<file path="src/design/tisc_pkg.sv">
// Shared constants for the table-interpolated sensor scaler: codes, register indexes, defaults.
package tisc_pkg;

  localparam int TABLE_DEPTH_DEFAULT = 8;

  localparam int READING_W = 16;
  localparam int VALUE_W   = 16;
  localparam int CFG_IDX_W = 3;
  localparam int CFG_DATA_W = 16;

  // Item operations.
  localparam logic OP_LOAD    = 1'b0;
  localparam logic OP_CONVERT = 1'b1;

  // Result status codes.
  localparam logic [2:0] ST_INTERP   = 3'd0;
  localparam logic [2:0] ST_ABOVE    = 3'd1;
  localparam logic [2:0] ST_TOP      = 3'd2;
  localparam logic [2:0] ST_BOTTOM   = 3'd3;
  localparam logic [2:0] ST_UNSCALED = 3'd4;

  // Configuration register indexes.
  localparam logic [CFG_IDX_W-1:0] REG_THRESHOLD    = 3'd0;
  localparam logic [CFG_IDX_W-1:0] REG_TABLE_COUNT  = 3'd1;
  localparam logic [CFG_IDX_W-1:0] REG_Q_SHIFT      = 3'd2;
  localparam logic [CFG_IDX_W-1:0] REG_MAGNIFY      = 3'd3;
  localparam logic [CFG_IDX_W-1:0] REG_SCALE_ENABLE = 3'd4;

endpackage

</file>
<file path="src/design/table_interpolated_sensor_scaler_top.sv">
// Top level of the table-interpolated sensor scaler: table store, sequencer, multiplier, divider.
//
// Load beats write one calibration point and leave the input free. A convert beat holds the
// input stalled until its result has been placed in the output register: an unscaled or
// above-threshold sample goes straight there, a top clamp multiplies and shifts, a bottom clamp
// first scans every segment in use, and an interpolated sample scans to its segment, multiplies,
// divides, adds, multiplies and shifts, scanning one segment per cycle through the single read
// port of the point store. The 16-step restoring divider sets most of the interpolation time;
// one 17 x 17 multiplier serves both the slope product and the magnify step. Configuration
// writes are always accepted and must only be made while the block is idle.
module table_interpolated_sensor_scaler_top #(
  parameter int TABLE_DEPTH = tisc_pkg::TABLE_DEPTH_DEFAULT
) (
  input  logic                                clk,
  input  logic                                rst,
  input  logic                                in_valid,
  output logic                                in_stall,
  input  logic                                operation,
  input  logic [2:0]                          entry_index,
  input  logic [tisc_pkg::READING_W-1:0]      entry_reading,
  input  logic signed [tisc_pkg::VALUE_W-1:0] entry_value,
  input  logic [tisc_pkg::READING_W-1:0]      sample,
  output logic                                out_valid,
  input  logic                                out_stall,
  output logic signed [tisc_pkg::VALUE_W-1:0] scaled,
  output logic [2:0]                          status,
  input  logic                                cfg_valid,
  output logic                                cfg_ready,
  input  logic [tisc_pkg::CFG_IDX_W-1:0]      cfg_index,
  input  logic [tisc_pkg::CFG_DATA_W-1:0]     cfg_data
);
  import tisc_pkg::*;

  localparam int AW = $clog2(TABLE_DEPTH);
  localparam int CW = $clog2(TABLE_DEPTH + 1);

  typedef enum logic [3:0] {
    S_IDLE, S_FETCH0, S_SCAN, S_MUL, S_DIV_SETUP, S_DIV, S_SUM, S_SHIFT, S_OUT
  } state_t;

  state_t state;

  // Configuration registers.
  logic [15:0] threshold;
  logic [3:0]  table_count;
  logic [3:0]  q_shift;
  logic [9:0]  magnify;
  logic        scale_enable;

  // Point store.
  logic [READING_W-1:0]      point_readings [TABLE_DEPTH];
  logic signed [VALUE_W-1:0] point_values   [TABLE_DEPTH];
  logic [READING_W-1:0]      rd_reading;
  logic signed [VALUE_W-1:0] rd_value;
  logic [AW-1:0]             rd_addr;

  // Datapath registers.
  logic [READING_W-1:0]      sample_r;
  logic [READING_W-1:0]      ra;
  logic signed [VALUE_W-1:0] ya;
  logic [AW-1:0]             seg;
  logic signed [16:0]        opa;
  logic signed [16:0]        opb;
  logic signed [33:0]        prod;
  logic signed [16:0]        span_r;
  logic [15:0]               div_p;
  logic [15:0]               div_q;
  logic [15:0]               div_d;
  logic                      div_neg;
  logic [3:0]                div_cnt;
  logic                      final_mul;
  logic [15:0]               res_data;
  logic [2:0]                res_status;

  logic                      accept;
  logic [CW-1:0]             n_use;
  logic                      hit;
  logic signed [16:0]        dx;
  logic signed [16:0]        span;
  logic signed [16:0]        dy;
  logic [33:0]               prod_mag;
  logic [16:0]               span_mag;
  logic [16:0]               trial;
  logic [16:0]               trial_diff;
  logic                      trial_ge;
  logic signed [16:0]        quot;
  logic signed [17:0]        y_sum;
  logic signed [33:0]        shifted;

  assign cfg_ready = 1'b1;
  assign in_stall  = (state != S_IDLE);
  assign accept    = in_valid && !in_stall;

  always_ff @(posedge clk) begin
    if (rst) begin
      threshold    <= 16'hFFFF;
      table_count  <= 4'd2;
      q_shift      <= 4'd0;
      magnify      <= 10'd1;
      scale_enable <= 1'b0;
    end else if (cfg_valid && cfg_ready) begin
      case (cfg_index)
        REG_THRESHOLD:    threshold    <= cfg_data;
        REG_TABLE_COUNT:  table_count  <= cfg_data[3:0];
        REG_Q_SHIFT:      q_shift      <= cfg_data[3:0];
        REG_MAGNIFY:      magnify      <= cfg_data[9:0];
        REG_SCALE_ENABLE: scale_enable <= cfg_data[0];
        default: ;
      endcase
    end
  end

  // Loads beyond the store are dropped; reads are registered.
  always_ff @(posedge clk) begin
    if (accept && operation == OP_LOAD && 32'(entry_index) < TABLE_DEPTH) begin
      point_readings[AW'(entry_index)] <= entry_reading;
      point_values[AW'(entry_index)]   <= entry_value;
    end
    rd_reading <= point_readings[rd_addr];
    rd_value   <= point_values[rd_addr];
  end

  always_comb begin
    case (state)
      S_FETCH0: rd_addr = AW'(1);
      S_SCAN:   rd_addr = AW'(32'(seg) + 32'd2);
      default:  rd_addr = '0;
    endcase
  end

  always_comb begin
    if (table_count < 4'd2) begin
      n_use = CW'(2);
    end else if (32'(table_count) > TABLE_DEPTH) begin
      n_use = CW'(TABLE_DEPTH);
    end else begin
      n_use = CW'(table_count);
    end
  end

  // Segment test against the entry arriving from the store this cycle.
  always_comb begin
    hit  = (ra > rd_reading && sample_r <= ra && sample_r >= rd_reading) ||
           (ra < rd_reading && sample_r >= ra && sample_r <= rd_reading);
    dx   = $signed({1'b0, sample_r}) - $signed({1'b0, ra});
    span = $signed({1'b0, rd_reading}) - $signed({1'b0, ra});
    dy   = $signed({rd_value[15], rd_value}) - $signed({ya[15], ya});
  end

  always_comb begin
    prod_mag   = prod[33] ? 34'(-prod) : 34'(prod);
    span_mag   = span_r[16] ? 17'(-span_r) : 17'(span_r);
    trial      = {div_p, div_q[15]};
    trial_diff = trial - {1'b0, div_d};
    trial_ge   = (trial >= {1'b0, div_d});
    quot       = div_neg ? -$signed({1'b0, div_q}) : $signed({1'b0, div_q});
    y_sum      = $signed({{2{ya[15]}}, ya}) + $signed({quot[16], quot});
    shifted    = prod >>> q_shift;
  end

  always_ff @(posedge clk) begin
    if (rst) begin
      state     <= S_IDLE;
      out_valid <= 1'b0;
    end else begin
      if (out_valid && !out_stall && state != S_OUT) begin
        out_valid <= 1'b0;
      end
      case (state)
        S_IDLE: begin
          if (accept && operation == OP_CONVERT) begin
            sample_r <= sample;
            if (!scale_enable) begin
              res_data   <= sample;
              res_status <= ST_UNSCALED;
              state      <= S_OUT;
            end else if (sample >= threshold) begin
              res_data   <= '0;
              res_status <= ST_ABOVE;
              state      <= S_OUT;
            end else begin
              state <= S_FETCH0;
            end
          end
        end
        S_FETCH0: begin
          if (sample_r >= rd_reading) begin
            opa        <= {rd_value[15], rd_value};
            opb        <= {7'd0, magnify};
            final_mul  <= 1'b1;
            res_status <= ST_TOP;
            state      <= S_MUL;
          end else begin
            ra    <= rd_reading;
            ya    <= rd_value;
            seg   <= '0;
            state <= S_SCAN;
          end
        end
        S_SCAN: begin
          if (hit) begin
            opa        <= dy;
            opb        <= dx;
            span_r     <= span;
            final_mul  <= 1'b0;
            res_status <= ST_INTERP;
            state      <= S_MUL;
          end else if (32'(seg) + 32'd2 < 32'(n_use)) begin
            ra  <= rd_reading;
            ya  <= rd_value;
            seg <= AW'(32'(seg) + 32'd1);
          end else begin
            // No segment brackets the sample: clamp to the last point in use.
            opa        <= {rd_value[15], rd_value};
            opb        <= {7'd0, magnify};
            final_mul  <= 1'b1;
            res_status <= ST_BOTTOM;
            state      <= S_MUL;
          end
        end
        S_MUL: begin
          prod  <= opa * opb;
          state <= final_mul ? S_SHIFT : S_DIV_SETUP;
        end
        S_DIV_SETUP: begin
          // The quotient never exceeds the value step, so sixteen steps suffice.
          div_p   <= prod_mag[31:16];
          div_q   <= prod_mag[15:0];
          div_d   <= span_mag[15:0];
          div_neg <= prod[33] ^ span_r[16];
          div_cnt <= '0;
          state   <= S_DIV;
        end
        S_DIV: begin
          div_p   <= trial_ge ? trial_diff[15:0] : trial[15:0];
          div_q   <= {div_q[14:0], trial_ge};
          div_cnt <= div_cnt + 4'd1;
          if (div_cnt == 4'd15) begin
            state <= S_SUM;
          end
        end
        S_SUM: begin
          opa       <= {y_sum[15], y_sum[15:0]};
          opb       <= {7'd0, magnify};
          final_mul <= 1'b1;
          state     <= S_MUL;
        end
        S_SHIFT: begin
          res_data <= shifted[15:0];
          state    <= S_OUT;
        end
        S_OUT: begin
          if (!out_valid || !out_stall) begin
            out_valid <= 1'b1;
            scaled    <= res_data;
            status    <= res_status;
            state     <= S_IDLE;
          end
        end
        default: state <= S_IDLE;
      endcase
    end
  end

endmodule

</file>
<file path="config.mk">
export PLATFORM = sky130hd
export DESIGN_NAME = table_interpolated_sensor_scaler_top
export DESIGN_NICKNAME = d
export VERILOG_FILES = /design/src/design/tisc_pkg.sv /design/src/design/table_interpolated_sensor_scaler_top.sv
export SDC_FILE = /design/constraint.sdc
export NUM_CORES = 2
export LEC_CHECK = 0
export BUFFER_PORTS_ARGS = -buffer_cell sky130_fd_sc_hd__buf_2
export CAP_MARGIN = 20
export CORE_ASPECT_RATIO = 1.1
export CORE_MARGIN = 2
export CORE_UTILIZATION = 42
export CTS_BUF_LIST = sky130_fd_sc_hd__clkbuf_8 sky130_fd_sc_hd__clkbuf_16
export DETAILED_ROUTE_END_ITERATION = 6
export PLACE_DENSITY = 0.56
export SYNTH_ARGS = -nofsm -noshare
export SYNTH_HDL_FRONTEND = slang
export SYNTH_SLANG_ARGS = --single-unit
</file>
<file path="constraint.sdc">
create_clock -name clk -period 7.8 [get_ports clk]
set_input_delay 0 -clock clk [delete_from_list [all_inputs] [get_ports clk]]
set_output_delay 0 -clock clk [all_outputs]
set_load 0.02 [all_outputs]
</file>
Yosys cells after proc, flatten, opt, wreduce, memory -nomap -nowiden:

Memories as Yosys holds them, arrays and structs flattened. A register that Yosys moved wholly into a read port is not among the register bits.
Cells that the tools add are included.

* register bits: 268
* memory bits (writable): 256
* logic and storage cells: 175
* memories: 2

* add/sub/neg operators: 11
* multipliers: 1
* $lt $le $gt $ge: 11
* eq/ne operators: 23
* shift-type cells: 1
* muxes and demuxes: 60
* bitwise gates (word level): 3
* reduce and logical (&&, ||, !) cells: 38

Memories
* point_readings: depth 8, bits a word 16, rd ports 1, clocked after Yosys merged registers in 1, write ports 1, RTL line table_interpolated_sensor_scaler_top.sv:51 `logic [READING_W-1:0] point_readings [TABLE_DEPTH];`
* point_values: depth 8, bits a word 16, rd ports 1, clocked after Yosys merged registers in 1, write ports 1, RTL line table_interpolated_sensor_scaler_top.sv:52 `logic signed [VALUE_W-1:0] point_values [TABLE_DEPTH];`

Operator list (number)
* 2-to-1 mux 16 bit: 12
* case mux 16 bit (2 select lines): 5
* 2-to-1 mux 17 bit: 6
* case mux 17 bit (3 select lines): 2
* subtractor 16 x 16 -> 17 bit: 3
* greater-or-equal comparator 16 bit: 3
* 2-to-1 mux 4 bit: 9
* case mux 4 bit (9 select lines): 1
* multiplier 17 x 17 -> 34 bit: 1
* >>> shifter 34 x 4 -> 16 bit: 1
* less-or-equal comparator 16 bit: 2
* 2-to-1 mux 32 bit: 1
* negation 16 bit: 2
* negation 32 bit: 1
* 2-to-1 mux 3 bit: 9
* greater-or-equal comparator 17 x 16 -> 1 bit: 1
* adder 16 bit: 1
* equality test 4 x 3 -> 1 bit, second input constant: 4
* greater-than comparator 16 bit: 1
* < comparator 16 bit: 1
* AND reduction 2 bit: 8
* subtractor 16 bit: 1
* != test 2 bit, second input constant: 7
* case mux 3 bit (2 select lines): 2
* other kinds (33): 64

Longest topological paths before layout:

* depth after elaboration: 7
* mapped depth: 24

Worst setup path before layout:

Ideal clock, no wire load.

* path type: flip-flop to flip-flop
* start point: register opa[16]
* end point: register prod[33] (data pin)
* library setup time: 0.263 ns
* data arrival time: 5.942 ns
* data required time: 7.537 ns
* slack: 1.595 ns
* cell stages (with the launch flop): 20
* cell sequence: edfxtp_1 > clkbuf_1 > nand2_1 > fa_1 > inv_1 > fa_1 > fa_1 > fa_1 > fa_1 > inv_1 > fa_1 > inv_1 > ha_1 > a21oi_1 > nor2_1 > a211oi_1 > o211ai_1 > a31o_2 > a311oi_1 > xnor2_1

* cells in the longest elaborated chain, start to end: 1

RTL lines
* start, declared: RTL line table_interpolated_sensor_scaler_top.sv:62 `logic signed [16:0] opa;`
* start signal, assigned: RTL line table_interpolated_sensor_scaler_top.sv:188 `opa <= {rd_value[15], rd_value};`
* start signal, assigned: RTL line table_interpolated_sensor_scaler_top.sv:202 `opa <= dy;`
* start signal, assigned: RTL line table_interpolated_sensor_scaler_top.sv:214 `opa <= {rd_value[15], rd_value};`
* multiplier 17 x 17 -> 34 bit: RTL line table_interpolated_sensor_scaler_top.sv:222 `prod <= opa * opb;`
* end signal, assigned: RTL line table_interpolated_sensor_scaler_top.sv:222
* end, declared: RTL line table_interpolated_sensor_scaler_top.sv:64 `logic signed [33:0] prod;`

No other way between the ends.
A chain may end at the register's enable or synchronous reset.

Worst setup path after layout:

* start point: register opa[7]
* end point: register prod[30] (data pin)

Same word-level chain as after synthesis.

==> flow_summary.ini <==
[synthesis]
synth_cell_types = 88
synthesis.area_per_instance_um2 = 11.7
async_reset_ff_frac = 0
ys_seq_elements = 555
synthCells = 3236
synth_edf_count = 483
ys_seq_area_frac = 0.420
netlist_area_um2 = 37900
synthFlopType = edfxtp_1
synth_nets = 3818
ys.warnings.count = 0

[global_routing]
grt_pass1_wl_um = 155000
overflow = 0
antenna_found_initial = 7
grt_usage = 0.220
grt_pass1_vias = 25000
grt_max_degree = 65

[power_and_ir_drop]
clkPwrFrac = 0.429
p_leak_nw = 17.2
power_per_cell_area_nw_per_um2 = 159
combPwrFrac = 0.085
switching_share = 0.235
p_sw_mw = 1.59
p_int_mw = 5.18
ir_drop_mv = 0.199
seq_power_share = 0.485

[timing]
drv_slew = 0
min_period_over_period = 0.871
clock_skew_ns = 0.0387
hold_ws_ns = 0.120
max_freq_ghz = 0.147
hold_viol_final = 0
setup_viol = 0
period_needed_ns = 6.79
relSlewSlack = 0.320
setup_tns_ns = 0
grt_setup_unrepaired = no
worst_slew_pin_slew_ns = 1.02

[clocking]
postCtsSetupBuffers = 0
root_buffer = clkbuf_16
clock_sinks = 555
clk_latency_ns = 0.67
htreeDepth = 2
cts_buffers = 60
cts_tree = yes
path_clk_slew_ns = 0.06
clk_path_buf_depth = 3

[detailed_routing]
routedWlPerCell_um = 21.9
top_layer_used = met5
route.met2.wl_um = 45700
vias = 24600
drt-initial-drc-count = 1775
firstDrtPassIters = 7
drc_errors = 2
ant_nets = 0
met1_length_um = 46900
finalWirelength_um = 101000
via_per_inst = 5.33
wl_met3_um = 6470

[setup_path]
cp_slowest_cell = edfxtp_1
worstPathRequired_ns = 8.17
reg2regPathDepth = 22
crit_fanout = 17
rrSetupSlack_ns = 1.01
cp.arrival_ns = 7.16
crit_path_frequent_cell = fa_1
slowest_delay_ns = 0.77
path_class = flip-flop to flip-flop
worstReg2RegEnd = prod[30]$_DFFE_PP_
end_kind = flip-flop
worst_setup_path_start_kind = flip-flop
r2r-start = opa[7]$_DFFE_PP_
path_cells = nand2_1 > fa_1 > inv_1 > fa_1 > inv_1 > fa_1 > inv_1 > fa_1 > fa_1 > inv_1 > fa_1 > inv_1 > ha_1 > a21oi_1 > o21ai_0 > a21oi_1 > o31ai_2 > o21ai_1 > a311oi_2 > a2111oi_0 > o21a_1 > o311ai_1

[layout]
synthToLayoutAreaGrowth_pct = 12.4
drive_above_1_share = 0.117
nets = 3978
post-route-util = 0.476
fin_cells = 4616
antenna-diode-count = 0

[die]
io_pins = 98
dieHeight_um = 319
start_util = 0.424
design.die.area_um2 = 92700
core_um2 = 89500
core.rowCount = 115
die_w_um = 290

[min_path]
hold_start = in_valid
holdCritPathClass = input pin to flip-flop
hold_path_depth = 4
min_to = state[3]$_SDFFE_PP0P_

[flow_run]
cap_violations = 0

[status]
status = complete, but fails checks
violations = design-rule violations

[place]
placed_cells = 4428
place.gp.congestion = 0.878
port_buffers = 96
dp_hpwl_um = 76700
final cells by class:
cell class | instances | area [um^2]
Clock inverter | 48 | 484
Inverter | 466 | 1750
Sequential cell | 555 | 15900
Timing Repair Buffer | 206 | 1520
Clock buffer | 64 | 1560
Tap cell | 1170 | 1460
Fill cell | 8241 | 46900
Multi-Input combinational cell | 2107 | 19900
registers in the layout (all words and copies together) (netlist names), 17 cells and up:
signal and count:
opb 17, point_readings 128, span_r 17, prod 33, opa 17, point_values 128
Yosys cell counts, drive strengths merged (48+ instances only):
cell type	instances	share of area
mux2i	50	0.013
mux4	77	0.046
clkbuf	88	0.0087
nor2	152	0.015
a21oi	124	0.016
and2	158	0.026
inv	466	0.046
nand2	277	0.028
dfxtp	72	0.038
ha	205	0.068
xor2	48	0.011
xnor2	106	0.024
fa	301	0.16
mux2	50	0.015
o21ai	124	0.016
edfxtp	483	0.38
layer usage:
layer / vias up / track usage
li1: 11500 / -
met1: 12300 / 0.319
met2: 676 / 0.351
met3: 119 / 0.0353
met4: 6 / 0.0419
met5: - / 0
worst max-delay path, delay by kind of cell (launching register included):
family                     cells  cell delay (ns)
adders and majority gates      7             3.35
AOI/OAI and AO/OA              9             1.95
DFF                            1             0.77
buffers and inverters          5             0.25
and+or+nand+nor                1             0.18
power by group through the flow:
stage,Clock [mW],Combinational [mW],Sequential (mW)
2_1_floorplan,0,0.360,3.34
3_3_place_gp,0,0.543,3.35
3_5_place_dp,0,0.546,3.35
4_1_cts,2.98,0.578,3.28
5_1_grt,3.09,0.645,3.28
6_report,2.90,0.576,3.28
logic make-up (layout without fill, tap and decap cells):
family          after synthesis  after routing  synth area share
simple gates                803            803             0.106
buf+inv                     574            784            0.0578
flops                       555            555             0.420
fa+ha+maj                   506            506             0.227
compound gates              466            466            0.0798
mux                         177            177            0.0738
xor+xnor                    154            154            0.0356
other cells                   1              1         0.0000989
stage by stage:
step / area (um^2) / power (mW) / setup slack, ns
2_1_floorplan: 37900 / 3.70 / 1.60
3_3_place_gp: 39800 / 3.89 / 1.09
3_5_place_dp: 39800 / 3.89 / 1.01
4_1_cts: 42600 / 6.84 / 1.00
5_1_grt: 42600 / 7.02 / 0.599
6_report: 42600 / 6.76 / 1.01
worst max-delay path by stage:
| stage | from | end | slack, ns | cells past startpoint |
|---|---|---|---|---|
| final | opa[7]$_DFFE_PP_ | prod[30]$_DFFE_PP_ | 1.01 | 22 |
| after global placement | opa[7]$_DFFE_PP_ | prod[30]$_DFFE_PP_ | 1.09 | 22 |
| after CTS | opb[2]$_DFFE_PP_ | prod[33]$_DFFE_PP_ | 1.00 | 18 |
| after floorplan | opa[16]$_DFFE_PP_ | prod[33]$_DFFE_PP_ | 1.60 | 19 |
| after global routing | opb[2]$_DFFE_PP_ | prod[33]$_DFFE_PP_ | 0.60 | 18 |
| after detailed placement | opb[2]$_DFFE_PP_ | prod[33]$_DFFE_PP_ | 1.01 | 18 |
cell usage in the layout, fill, tap and decap left out, types with 50 or more instances in the layout:
cell / n
mux2i_1: 50
dlygate4sd3_1: 73
clkbuf_16: 60
and2_1: 157
nor2_1: 144
a21oi_1: 122
dfxtp_1: 72
buf_2: 96
edfxtp_1: 483
xnor2_1: 106
inv_1: 478
mux4_2: 77
mux2_2: 50
o21ai_0: 117
fa_1: 301
nand2_1: 274
ha_1: 205
what timing repair did:
item / in CTS / in global routing
gates resized for setup: 0 / 0
hold endpoints to repair: 352 / 0
hold buffers: 73 / 0
(Power assumes the default switching activity.)
